File: src/sv/hsv2rgb_pkg.sv
// hsv2rgb_pkg: shared types and the sector-to-channel mapping for the hsv to rgb converter
package hsv2rgb_pkg;

  // number of hue sectors around the color circle
  localparam int SECTOR_COUNT = 6;

  // which term drives a channel
  typedef enum logic [1:0] {
    SEL_V,
    SEL_P,
    SEL_Q,
    SEL_T
  } sel_t;

  // hue sector, named by the pair of primaries/secondaries it spans
  typedef enum logic [2:0] {
    SECT_R_Y,
    SECT_Y_G,
    SECT_G_C,
    SECT_C_B,
    SECT_B_M,
    SECT_M_R
  } sector_t;

  typedef struct packed {
    sel_t red;
    sel_t green;
    sel_t blue;
  } chan_sel_t;

  function automatic chan_sel_t sector_map(sector_t sector);
    chan_sel_t s;
    case (sector)
      SECT_R_Y: s = '{red: SEL_V, green: SEL_T, blue: SEL_P};
      SECT_Y_G: s = '{red: SEL_Q, green: SEL_V, blue: SEL_P};
      SECT_G_C: s = '{red: SEL_P, green: SEL_V, blue: SEL_T};
      SECT_C_B: s = '{red: SEL_P, green: SEL_Q, blue: SEL_V};
      SECT_B_M: s = '{red: SEL_T, green: SEL_P, blue: SEL_V};
      SECT_M_R: s = '{red: SEL_V, green: SEL_P, blue: SEL_Q};
      default:  s = '{red: SEL_V, green: SEL_P, blue: SEL_P};
    endcase
    return s;
  endfunction

endpackage

File: src/sv/hsv2rgb_if.sv
// hsv2rgb_in_if / hsv2rgb_out_if: valid/ready channels for hsv words and rgb words
interface hsv2rgb_in_if #(
  parameter int CHANNEL_BITS = 8
) ();
  logic                    valid;
  logic                    ready;
  logic [CHANNEL_BITS-1:0] hue;
  logic [CHANNEL_BITS-1:0] saturation;
  logic [CHANNEL_BITS-1:0] brightness;

  modport source (output valid, output hue, output saturation, output brightness, input ready);
  modport sink (input valid, input hue, input saturation, input brightness, output ready);
endinterface

interface hsv2rgb_out_if #(
  parameter int CHANNEL_BITS = 8
) ();
  logic                    valid;
  logic                    ready;
  logic [CHANNEL_BITS-1:0] red;
  logic [CHANNEL_BITS-1:0] green;
  logic [CHANNEL_BITS-1:0] blue;

  modport source (output valid, output red, output green, output blue, input ready);
  modport sink (input valid, input red, input green, input blue, output ready);
endinterface

File: src/sv/hsv2rgb_divm.sv
// hsv2rgb_divm: exact floor division by 2^N - 1 for dividends below (2^N - 1) * 2^N
module hsv2rgb_divm #(
  parameter int CHANNEL_BITS = 8
) (
  input  logic [2*CHANNEL_BITS-1:0] dividend,
  output logic [CHANNEL_BITS-1:0]   quotient
);

  localparam int N = CHANNEL_BITS;

  logic [2*N:0] sum;

  // w / (2^N - 1) = (w + (w >> N) + 1) >> N in this range
  always_comb begin
    sum = {1'b0, dividend} + (2*N+1)'(dividend >> N) + (2*N+1)'(1);
    quotient = sum[2*N-1:N];
  end

endmodule

File: src/sv/hsv_to_rgb_convert.sv
// hsv_to_rgb_convert: five-stage pipelined hsv to rgb color converter
//
//   channel  dir  handshake            word
//   in_ch    in   valid/ready          hue, saturation, brightness
//   out_ch   out  valid/ready          red, green, blue
//
// one word per clock while out_ch.ready holds; a word passes stage registers 1 to 5 in order
// stages: sector and v*(M-s), p and q/t factors, v*x, two divides by M, channel select
// each stage advances when empty or when the stage after it moves, so bubbles close up,
// even during an out_ch stall; in_ch.ready drops only when all stages are full
// reset clears the stage valid bits only
module hsv_to_rgb_convert #(
  parameter int CHANNEL_BITS = 8
) (
  input logic           clk,
  input logic           rst_n,
  hsv2rgb_in_if.sink    in_ch,
  hsv2rgb_out_if.source out_ch
);

  import hsv2rgb_pkg::*;

  localparam int N = CHANNEL_BITS;
  localparam int STAGES = 5;
  localparam logic [N-1:0]   M_N   = {N{1'b1}};
  localparam logic [N+2:0]   M_EXT = (N+3)'(M_N);
  localparam logic [2*N-1:0] M_2N  = (2*N)'(M_N);
  localparam logic [2*N-1:0] MM    = M_2N * M_2N;

  logic [STAGES:1] v_r;
  logic [STAGES:1] en;

  // stage 1 registers
  sector_t        s1_sector_r;
  logic [N-1:0]   s1_frac_r;
  logic [N-1:0]   s1_sat_r;
  logic [N-1:0]   s1_val_r;
  logic [2*N-1:0] s1_pw_r;

  // stage 2 registers
  sector_t        s2_sector_r;
  logic [N-1:0]   s2_val_r;
  logic [N-1:0]   s2_p_r;
  logic [2*N-1:0] s2_xq_r;
  logic [2*N-1:0] s2_xt_r;

  // stage 3 registers
  sector_t        s3_sector_r;
  logic [N-1:0]   s3_val_r;
  logic [N-1:0]   s3_p_r;
  logic [3*N-1:0] s3_yq_r;
  logic [3*N-1:0] s3_yt_r;

  // stage 4 registers
  sector_t        s4_sector_r;
  logic [N-1:0]   s4_val_r;
  logic [N-1:0]   s4_p_r;
  logic [2*N-1:0] s4_zq_r;
  logic [2*N-1:0] s4_zt_r;

  // output registers
  logic [N-1:0] red_r;
  logic [N-1:0] green_r;
  logic [N-1:0] blue_r;

  // handshake chain
  always_comb begin
    en[STAGES] = !v_r[STAGES] || out_ch.ready;
    for (int k = STAGES - 1; k >= 1; k--) begin
      en[k] = !v_r[k] || en[k+1];
    end
  end

  assign in_ch.ready  = en[1];
  assign out_ch.valid = v_r[STAGES];
  assign out_ch.red   = red_r;
  assign out_ch.green = green_r;
  assign out_ch.blue  = blue_r;

  always_ff @(posedge clk) begin
    if (!rst_n) begin
      v_r <= '0;
    end else begin
      if (en[1]) begin
        v_r[1] <= in_ch.valid;
      end
      for (int k = 2; k <= STAGES; k++) begin
        if (en[k]) begin
          v_r[k] <= v_r[k-1];
        end
      end
    end
  end

  // stage 1: split 6*hue into sector and remainder, brightness * (M - saturation)
  logic [N+2:0]   six_h;
  logic [N+2:0]   base;
  logic [2:0]     cnt;
  sector_t        s1_sector_nxt;
  logic [N-1:0]   s1_frac_nxt;
  logic [2*N-1:0] s1_pw_nxt;

  always_comb begin
    six_h = ((N+3)'(in_ch.hue) << 2) + ((N+3)'(in_ch.hue) << 1);
    cnt   = '0;
    base  = '0;
    for (int k = 1; k <= SECTOR_COUNT; k++) begin
      if (six_h >= (N+3)'(k) * M_EXT) begin
        cnt  = 3'(k);
        base = (N+3)'(k) * M_EXT;
      end
    end
    s1_frac_nxt = N'(six_h - base);
    // full-scale hue lands one past the last sector
    if (cnt == 3'(SECTOR_COUNT)) begin
      s1_sector_nxt = SECT_R_Y;
    end else begin
      s1_sector_nxt = sector_t'(cnt);
    end
    s1_pw_nxt = (2*N)'(in_ch.brightness) * (2*N)'(M_N - in_ch.saturation);
  end

  always_ff @(posedge clk) begin
    if (en[1] && in_ch.valid) begin
      s1_sector_r <= s1_sector_nxt;
      s1_frac_r   <= s1_frac_nxt;
      s1_sat_r    <= in_ch.saturation;
      s1_val_r    <= in_ch.brightness;
      s1_pw_r     <= s1_pw_nxt;
    end
  end

  // stage 2: p, and the q/t numerator factors M*M - f*s and M*M - (M-f)*s
  logic [N-1:0]   s2_p_nxt;
  logic [2*N-1:0] s2_xq_nxt;
  logic [2*N-1:0] s2_xt_nxt;

  hsv2rgb_divm #(.CHANNEL_BITS(N)) u_div_p (
    .dividend (s1_pw_r),
    .quotient (s2_p_nxt)
  );

  always_comb begin
    s2_xq_nxt = MM - (2*N)'(s1_frac_r) * (2*N)'(s1_sat_r);
    s2_xt_nxt = MM - (2*N)'(M_N - s1_frac_r) * (2*N)'(s1_sat_r);
  end

  always_ff @(posedge clk) begin
    if (en[2] && v_r[1]) begin
      s2_sector_r <= s1_sector_r;
      s2_val_r    <= s1_val_r;
      s2_p_r      <= s2_p_nxt;
      s2_xq_r     <= s2_xq_nxt;
      s2_xt_r     <= s2_xt_nxt;
    end
  end

  // stage 3: full numerators
  logic [3*N-1:0] s3_yq_nxt;
  logic [3*N-1:0] s3_yt_nxt;

  always_comb begin
    s3_yq_nxt = (3*N)'(s2_val_r) * (3*N)'(s2_xq_r);
    s3_yt_nxt = (3*N)'(s2_val_r) * (3*N)'(s2_xt_r);
  end

  always_ff @(posedge clk) begin
    if (en[3] && v_r[2]) begin
      s3_sector_r <= s2_sector_r;
      s3_val_r    <= s2_val_r;
      s3_p_r      <= s2_p_r;
      s3_yq_r     <= s3_yq_nxt;
      s3_yt_r     <= s3_yt_nxt;
    end
  end

  // stage 4: first divide by M; y/M = hi + (hi + lo)/M with y = hi*2^N + lo
  logic [2*N-1:0] s4_sq;
  logic [2*N-1:0] s4_st;
  logic [N-1:0]   s4_cq;
  logic [N-1:0]   s4_ct;
  logic [2*N-1:0] s4_zq_nxt;
  logic [2*N-1:0] s4_zt_nxt;

  always_comb begin
    s4_sq = s3_yq_r[3*N-1:N] + (2*N)'(s3_yq_r[N-1:0]);
    s4_st = s3_yt_r[3*N-1:N] + (2*N)'(s3_yt_r[N-1:0]);
  end

  hsv2rgb_divm #(.CHANNEL_BITS(N)) u_div_q1 (
    .dividend (s4_sq),
    .quotient (s4_cq)
  );

  hsv2rgb_divm #(.CHANNEL_BITS(N)) u_div_t1 (
    .dividend (s4_st),
    .quotient (s4_ct)
  );

  always_comb begin
    s4_zq_nxt = s3_yq_r[3*N-1:N] + (2*N)'(s4_cq);
    s4_zt_nxt = s3_yt_r[3*N-1:N] + (2*N)'(s4_ct);
  end

  always_ff @(posedge clk) begin
    if (en[4] && v_r[3]) begin
      s4_sector_r <= s3_sector_r;
      s4_val_r    <= s3_val_r;
      s4_p_r      <= s3_p_r;
      s4_zq_r     <= s4_zq_nxt;
      s4_zt_r     <= s4_zt_nxt;
    end
  end

  // stage 5: second divide by M, then channel select
  logic [N-1:0] q_term;
  logic [N-1:0] t_term;
  chan_sel_t    chan_sel;
  logic [N-1:0] red_nxt;
  logic [N-1:0] green_nxt;
  logic [N-1:0] blue_nxt;

  hsv2rgb_divm #(.CHANNEL_BITS(N)) u_div_q2 (
    .dividend (s4_zq_r),
    .quotient (q_term)
  );

  hsv2rgb_divm #(.CHANNEL_BITS(N)) u_div_t2 (
    .dividend (s4_zt_r),
    .quotient (t_term)
  );

  function automatic logic [N-1:0] pick_term(sel_t sel, logic [N-1:0] v, logic [N-1:0] p,
                                             logic [N-1:0] q, logic [N-1:0] t);
    logic [N-1:0] r;
    case (sel)
      SEL_V:   r = v;
      SEL_P:   r = p;
      SEL_Q:   r = q;
      SEL_T:   r = t;
      default: r = v;
    endcase
    return r;
  endfunction

  always_comb begin
    chan_sel  = sector_map(s4_sector_r);
    red_nxt   = pick_term(chan_sel.red, s4_val_r, s4_p_r, q_term, t_term);
    green_nxt = pick_term(chan_sel.green, s4_val_r, s4_p_r, q_term, t_term);
    blue_nxt  = pick_term(chan_sel.blue, s4_val_r, s4_p_r, q_term, t_term);
  end

  always_ff @(posedge clk) begin
    if (en[5] && v_r[4]) begin
      red_r   <= red_nxt;
      green_r <= green_nxt;
      blue_r  <= blue_nxt;
    end
  end

`ifndef NO_ASSERTIONS
  // remainder of 6*hue over M never reaches M
  a_frac_range: assert property (@(posedge clk) disable iff (!rst_n)
    v_r[1] |-> s1_frac_r != M_N)
    else $error("hue remainder out of range");

  // p can never exceed brightness
  a_p_le_v: assert property (@(posedge clk) disable iff (!rst_n)
    v_r[2] |-> s2_p_r <= s2_val_r)
    else $error("p term above brightness");

  // a stalled stage 4 keeps its word
  a_hold_s4: assert property (@(posedge clk) disable iff (!rst_n)
    (v_r[4] && !en[5]) |=> (v_r[4] && $stable(s4_zq_r) && $stable(s4_val_r)))
    else $error("stage 4 word lost during stall");

  // every sector routes brightness to some channel
  a_v_present: assert property (@(posedge clk) disable iff (!rst_n)
    (v_r[4] && en[5]) |=> (out_ch.red == $past(s4_val_r) || out_ch.green == $past(s4_val_r)
                           || out_ch.blue == $past(s4_val_r)))
    else $error("no channel carries brightness");
`endif

endmodule
File: src/flat_wrapper.sv
// flat-port wrapper written by rule: the top's interface ports become plain ports
module hsv_to_rgb_convert_flat import hsv2rgb_pkg::*;
#(
  parameter int CHANNEL_BITS = 8
)
  (clk, rst_n, in_ch_valid, in_ch_hue, in_ch_saturation, in_ch_brightness, in_ch_ready, out_ch_valid, out_ch_red, out_ch_green, out_ch_blue, out_ch_ready);
  hsv2rgb_in_if #(.CHANNEL_BITS(CHANNEL_BITS)) in_ch_i ();
  hsv2rgb_out_if #(.CHANNEL_BITS(CHANNEL_BITS)) out_ch_i ();
  input logic clk;
  input logic rst_n;
  input wire logic [$bits(in_ch_i.valid)-1:0] in_ch_valid;
  input wire logic [$bits(in_ch_i.hue)-1:0] in_ch_hue;
  input wire logic [$bits(in_ch_i.saturation)-1:0] in_ch_saturation;
  input wire logic [$bits(in_ch_i.brightness)-1:0] in_ch_brightness;
  output wire logic [$bits(in_ch_i.ready)-1:0] in_ch_ready;
  output wire logic [$bits(out_ch_i.valid)-1:0] out_ch_valid;
  output wire logic [$bits(out_ch_i.red)-1:0] out_ch_red;
  output wire logic [$bits(out_ch_i.green)-1:0] out_ch_green;
  output wire logic [$bits(out_ch_i.blue)-1:0] out_ch_blue;
  input wire logic [$bits(out_ch_i.ready)-1:0] out_ch_ready;
  assign in_ch_i.valid = in_ch_valid;
  assign in_ch_i.hue = in_ch_hue;
  assign in_ch_i.saturation = in_ch_saturation;
  assign in_ch_i.brightness = in_ch_brightness;
  assign in_ch_ready = in_ch_i.ready;
  assign out_ch_valid = out_ch_i.valid;
  assign out_ch_red = out_ch_i.red;
  assign out_ch_green = out_ch_i.green;
  assign out_ch_blue = out_ch_i.blue;
  assign out_ch_i.ready = out_ch_ready;
  hsv_to_rgb_convert #(.CHANNEL_BITS(CHANNEL_BITS)) u_core (.clk(clk), .rst_n(rst_n), .in_ch(in_ch_i), .out_ch(out_ch_i));
endmodule
File: config.mk
export PLATFORM = sky130hd
export DESIGN_NAME = hsv_to_rgb_convert_flat
export DESIGN_NICKNAME = d
export VERILOG_FILES = /design/src/sv/hsv2rgb_pkg.sv /design/src/sv/hsv2rgb_if.sv /design/src/sv/hsv2rgb_divm.sv /design/src/sv/hsv_to_rgb_convert.sv /design/src/flat_wrapper.sv
export SDC_FILE = /design/constraint.sdc
export NUM_CORES = 1
export LEC_CHECK = 0
export ABC_AREA = 0
export BUFFER_PORTS_ARGS = -buffer_cell sky130_fd_sc_hd__buf_2
export CELL_PAD_IN_SITES_DETAIL_PLACEMENT = 0
export CELL_PAD_IN_SITES_GLOBAL_PLACEMENT = 2
export CORE_MARGIN = 2
export CORE_UTILIZATION = 47
export CTS_CLUSTER_DIAMETER = 150
export DETAILED_ROUTE_END_ITERATION = 16
export PLACE_DENSITY_LB_ADDON = 0.12
export SYNTH_ARGS = -nofsm -noshare
export SYNTH_HDL_FRONTEND = slang
export SYNTH_SLANG_ARGS = --single-unit
export TNS_END_PERCENT = 100
File: constraint.sdc
create_clock -name clk -period 13.4 [get_ports clk]
set_input_delay 4.02 -clock clk [delete_from_list [all_inputs] [get_ports clk]]
set_output_delay 4.02 -clock clk [all_outputs]
set_load 0.02 [all_outputs]
==> impl_metrics.yaml, run 1 <==
sta:
  fin_crit_ps: 9321
  max_freq_mhz: 107.3
  tns_ps: 0
  rsz0062_at_grt: "no"
  setup_ws_ps: 4079
  worst_slew_pin_slew_ps: 1206
  setup_violations: 0
  fin_crit_sh: 0.6956
  fin_skew_ps: 16.57
  slew_headroom: 0.1753
  slew_viol_final: 0
  hold_viol: 0
clock_network:
  cts-buffers-inserted: 29
  postCtsSetupRepairBufs: 0
  htree_num_levels: 1
  cts-resized-gates: 0
  max-clock-path-buffers: 3
  cts_hold_buf: 0
  clkTransAtPathRegs_ps: 60
  cts_tree: "built"
  clock_sinks: 241
  clk_latency_ps: 580
  clockRootBuffer: "clkbuf_16"
die:
  ios: 54
  die_w_um: 240.4
  initial_core_util: 0.4758
  die_h_um: 240.4
  fp.coreArea_um2: 55200
  placementRows: 86
  dieArea_um2: 57790
grt:
  grt-ovfl-total: 0
  grt_max_degree: 55
  grt_first_pass_wirelength_um: 92610
  grtUsageTotal: 0.1993
  antenna_found_initial: 4
  grt_pass1_vias: 18080
routing:
  drt_iter0_drc: 627
  vias: 17470
  avgViaCountPerCell: 5.136
  drc: 0
  dr.pass1.iters: 5
  avgRoutedWirePerCell_um: 16.30
  finalWirelength_um: 55470
  drtAntennaViolNets: 0
cells_and_area:
  nets: 3233
  drive_above_1_share: 0.05842
  final_area_um2: 28350
  area_delta_synth_final_pct: 7.936
  fillers: 5153
flow_run:
  maxCapViolations: 0
synth:
  yosysUniqueCellTypes: 81
  ys_warn_count: 0
  syn-mean-instance-area_um2: 10.12
  ys_seq_area_frac: 0.2736
  synthesis.area_um2: 26270
  syn-num-nets: 3196
  synth_cells: 2596
  ys.flop_type: "edfxtp_1"
  synthArstFlopShare: 0
  ys_seq_elements: 241
  synth-edff-count: 236
critical_path:
  worstPathRequired_ps: 9380
  critPathArrivalTime_ps: 5300
  critical_path_class: "in2out"
  end_kind: "primary output"
  cp_max_fo: 6
  start_kind: "input port"
placed_design:
  place_area_um2: 27400
  place_ws_ps: 4074
  globalplace.congestion: 0.8657
  io_buffers: 53
  dp_hpwl_um: 44180
worst_hold_path:
  hold_path.class: "reg2reg"
outcome:
  status: "complete, no violations"
## cells in the mapped netlist, types with 31 or more instances
cell / n / area share
inv_1: 387 / 0.055
o21a_1: 37 / 0.011
and2_1: 168 / 0.040
a21o_1: 31 / 0.0089
nor2b_1: 104 / 0.025
nor2_1: 114 / 0.016
clkbuf_1: 61 / 0.0087
o21ai_0: 57 / 0.011
nand2_1: 240 / 0.034
nand2b_1: 64 / 0.015
edfxtp_1: 236 / 0.27
nor3_1: 33 / 0.0063
ha_1: 286 / 0.14
fa_1: 286 / 0.22
a21oi_1: 84 / 0.016
xnor2_1: 118 / 0.039
xor2_1: 53 / 0.018
## flip-flops by register name (all words and copies together) (netlist names), 5 cells and up
register             cells
u_core.out_ch.green      8
u_core.out_ch.blue       8
u_core.s2_xq_r          16
u_core.s3_val_r          8
u_core.s3_yq_r          24
u_core.v_r               5
u_core.s2_p_r            8
u_core.s1_pw_r          16
u_core.s4_val_r          8
u_core.s1_sat_r          8
u_core.s3_yt_r          24
u_core.s3_p_r            8
u_core.s4_p_r            8
u_core.s4_zt_r          16
u_core.s1_val_r          8
u_core.out_ch.red        8
u_core.s1_frac_r         8
u_core.s2_xt_r          16
u_core.s2_val_r          8
u_core.s4_zq_r          16
## kinds of logic (layout without fill, tap and decap cells)
kind of cell,Yosys count,count (layout),synth area share
xor+xnor,173,173,0.05826
flops,241,241,0.2736
mux,9,9,0.003668
buf+inv,451,508,0.06464
fa+ha+maj,573,573,0.3546
compound gates,347,347,0.08946
other cells,0,1,0
simple gates,802,802,0.1557
## layer usage
metal | wire length, um | share of wire | GRT usage | vias up
li1 | - | - | - | 8604
met1 | 26020 | 0.47 | 0.2714 | 8573
met5 | 0 | 0 | 0 | -
met2 | 26640 | 0.48 | 0.3424 | 228
met3 | 1630 | 0.029 | 0.02009 | 68
met4 | 1172 | 0.021 | 0.04800 | 0
## layout by cell type, fill, tap and decap left out, types with 6 or more instances in the layout
cell / n
nand3_1: 27
nand2b_1: 64
ha_1: 286
a21oi_1: 84
nor2_1: 114
nor3_1: 33
buf_4: 17
edfxtp_1: 236
a21boi_0: 9
a31oi_1: 10
o31ai_1: 8
fa_1: 286
o21ai_0: 57
o21bai_1: 14
xnor2_1: 118
o211ai_1: 9
o22ai_1: 10
nand2_1: 240
a211oi_1: 17
buf_2: 53
and3_1: 15
nor2b_1: 102
or3_1: 7
a21o_1: 31
o21a_1: 37
and2_1: 168
or2_2: 6
xor2_1: 53
clkbuf_16: 29
inv_1: 387
clkinvlp_4: 6
## path summary, 6_finish.rpt
path                            from                 end  slack (ps)  cells after the start
hold / removal    u_core.s3_val_r[0]  u_core.s4_val_r[0]         410                      0
hold reg to reg   u_core.s3_val_r[0]  u_core.s4_val_r[0]         410                      0
setup reg to reg   u_core.s3_yq_r[8]  u_core.s4_zq_r[14]        6940                     27
setup / recovery        out_ch_ready         in_ch_ready        4080                      5
## critical path, cell delays in order
cell and delay [ps]:
buf_2 90, nor2b_1 380, and3_1 480, nand3_1 140, buf_2 180
## area by class of cell
class                      instances  area [um^2]  area share
antenna                            1        2.502  0.00008827
clock buffer                      30        729.5     0.02573
clock inverter                    21        221.5    0.007812
inverter                         387         1453     0.05124
multi-input combinational       1904        17430      0.6148
sequential                       241         7187      0.2535
tap                              748        935.9     0.03301
timing repair buffer              70        392.9     0.01386
## through the flow
step,hold slack (ps),cells,util
2_1_floorplan,400.3,2596,-
6_report,406.2,3402,0.5136
4_1_cts,409.5,3401,0.5135
3_5_place_dp,404.5,3350,0.4963
3_3_place_gp,402.5,3350,0.4963
5_1_grt,420.5,3401,0.5135
Power of run 1 is left out: the tool's default activity adds up to more than one toggle a clock period on the data nets, which glitch-free logic cannot reach.
==> inputs of run 2 (changes only) <==
Settings changed: ABC_AREA 0 to 1, CORE_UTILIZATION 47 to 41.
Clock period 13.4 ns to 9.8 ns, I/O delays scaled along.
==> run 2 against run 1 <==
Effect of this change:
- area after synthesis increased by 3.1%
- via count increased by 12%
- highest routed layer unchanged
- critical endpoint unchanged
- utilization down 6.8 points
- wire length up 16%
- synthesized cell count increased by 22%
- largest cell class unchanged
- cell area grew 3.0%
- sequential share of layout area is 0.73 points lower
==> impl_metrics.yaml, run 2 <==
cells_and_area:
  final_util: 0.4456
  final_cell_mix: "nand2_1 (748), inv_1 (693), fa_1 (286), ha_1 (286), edfxtp_1 (236)"
  final_common_cell: "nand2_1"
  drive_above_1_share: 0.06104
  fillers: 6481
  final_area_um2: 29190
  n_antenna_cell: 0
  reg_top3: "u_core.s3_yq_r x24, u_core.s3_yt_r x24"
  area_delta_synth_final_pct: 7.835
  nets: 3787
sta:
  tns_ps: 0
  slew_viol_final: 0
  max_freq_mhz: 137.1
  slew_headroom: 0.1308
  fin_skew_ps: 26.53
  rsz0062_at_grt: "no"
  worst_slew_pin_slew_ps: 1294
  fin_crit_ps: 7296
  hold_viol: 0
  setup_violations: 0
  setup_ws_ps: 2504
  fin_crit_sh: 0.7445
synth:
  ys.flop_type: "edfxtp_1"
  synthesis.area_um2: 27070
  synth_top_area_frac: 0.2618
  synth_common_cells: "nand2_1 (748), inv_1 (695), fa_1 (286), ha_1 (286), edfxtp_1 (236)"
  synth_cells: 3165
  synth-edff-count: 236
  synthMostInstantiatedCell: "nand2_1"
  syn-mean-instance-area_um2: 8.552
  synthArstFlopShare: 0
  synth.area.top_cells: "edfxtp_1 (26%), fa_1 (21%), ha_1 (13%), nand2_1 (10%), inv_1 (9.6%)"
  ys_seq_elements: 241
  yosysUniqueCellTypes: 52
  ys_seq_area_frac: 0.2655
  syn-num-nets: 3765
  yosysTopAreaCell: "edfxtp_1"
  ys_warn_count: 0
routing:
  avgRoutedWirePerCell_um: 15.86
  drtAntennaViolNets: 0
  finalWirelength_um: 64610
  drc: 0
  vias: 19630
  dr.pass1.iters: 5
  avgViaCountPerCell: 4.818
  drt_iter0_drc: 820
die:
  fp.coreArea_um2: 65510
  ios: 54
  dieArea_um2: 68090
  die_h_um: 260.9
  die_w_um: 260.9
  initial_core_util: 0.4132
  placementRows: 94
placed_design:
  globalplace.congestion: 0.8625
  dp_hpwl_um: 51910
  io_buffers: 53
  place_area_um2: 28200
  place_ws_ps: 2464
clock_network:
  clockRootBuffer: "clkbuf_16"
  clk_latency_ps: 600
  cts_tree: "built"
  cts-resized-gates: 0
  clkTransAtPathRegs_ps: 60
  postCtsSetupRepairBufs: 0
  cts-buffers-inserted: 31
  clock_sinks: 241
  htree_num_levels: 1
  max-clock-path-buffers: 3
  cts_hold_buf: 0
critical_path:
  crit_chain: "buf_2, nor2_1, inv_1, nor2_1, inv_1, nor2_1, inv_1, nor2_1, inv_1, nor2_1, inv_1, buf_2"
  critPathMaxStageDelay_ps: 220
  end_kind: "primary output"
  critical_path_class: "in2out"
  crit_buf_inv: 7
  cp_max_fo: 3
  critPathArrivalTime_ps: 4360
  worstPathRequired_ps: 6860
  cp_slowest_cell: "nor2_1"
  critPathTopFamily: "simple AND/OR/NAND/NOR gates"
  start_kind: "input port"
grt:
  antenna_found_initial: 1
  grt_max_degree: 68
  grtUsageTotal: 0.1949
  grt_pass1_vias: 20100
  grt-ovfl-total: 0
  grt_first_pass_wirelength_um: 106100
outcome:
  status: "complete, no violations"
flow_run:
  maxCapViolations: 0
worst_hold_path:
  hold_path.class: "reg2reg"
## run 2: kinds of logic (layout without fill, tap and decap cells)
family	Yosys count	after routing	share of synthesized area
AND/OR/NAND/NOR	1216	1216	0.1910
AO/OA/AOI/OAI	219	219	0.04539
XOR/XNOR	136	136	0.04484
flip-flops	241	241	0.2655
buffers and inverters	781	827	0.1095
adder cells (fa/ha/maj)	572	572	0.3437
## run 2: area by class of cell
| cell class | count | area, um^2 | area share |
|---|---|---|---|
| multi-input cells | 2143 | 16930 | 0.5801 |
| flip-flops and latches | 241 | 7187 | 0.2462 |
| inverters | 705 | 2646 | 0.09066 |
| well taps | 864 | 1081 | 0.03704 |
| clock buffers | 36 | 794.5 | 0.02722 |
| repair buffers | 65 | 355.3 | 0.01217 |
| clock inverters | 21 | 191.4 | 0.006558 |
## run 2: path summary, 6_finish.rpt
| path | start | cells past startpoint | end | slack, ps |
|---|---|---|---|---|
| setup reg to reg | u_core.s3_yt_r[8] | 28 | u_core.s4_zt_r[13] | 4500 |
| setup / recovery | out_ch_ready | 12 | in_ch_ready | 2500 |
| hold reg to reg | u_core.s3_sector_r[2] | 0 | u_core.s4_sector_r[2] | 410 |
| hold / removal | u_core.s3_sector_r[2] | 0 | u_core.s4_sector_r[2] | 410 |
## run 2: metal layers
layer	GRT usage	wire length, um	vias up
li1	-	-	9861
met1	0.2755	31050	9409
met2	0.3302	30570	296
met3	0.01655	1967	68
met4	0.03571	1026	0
met5	0	0	-
## run 2: stage by stage
stage | hold WS, ps | instances
after floorplan | 400.3 | 3165
after global placement | 400.4 | 4018
after detailed placement | 404.5 | 4018
after CTS | 413.8 | 4075
after global routing | 424.5 | 4075
final | 409.1 | 4075
## run 2: worst register-to-register path, delay by kind of cell, from the launching register on
family	cells	cell delay (ps)
adder cells (fa/ha/maj)	4	1240
AND/OR/NAND/NOR	18	1930
flip-flops	1	470
buffers and inverters	1	50
XOR/XNOR	2	420
AO/OA/AOI/OAI	3	960
Power of run 2 is left out for the same reason.
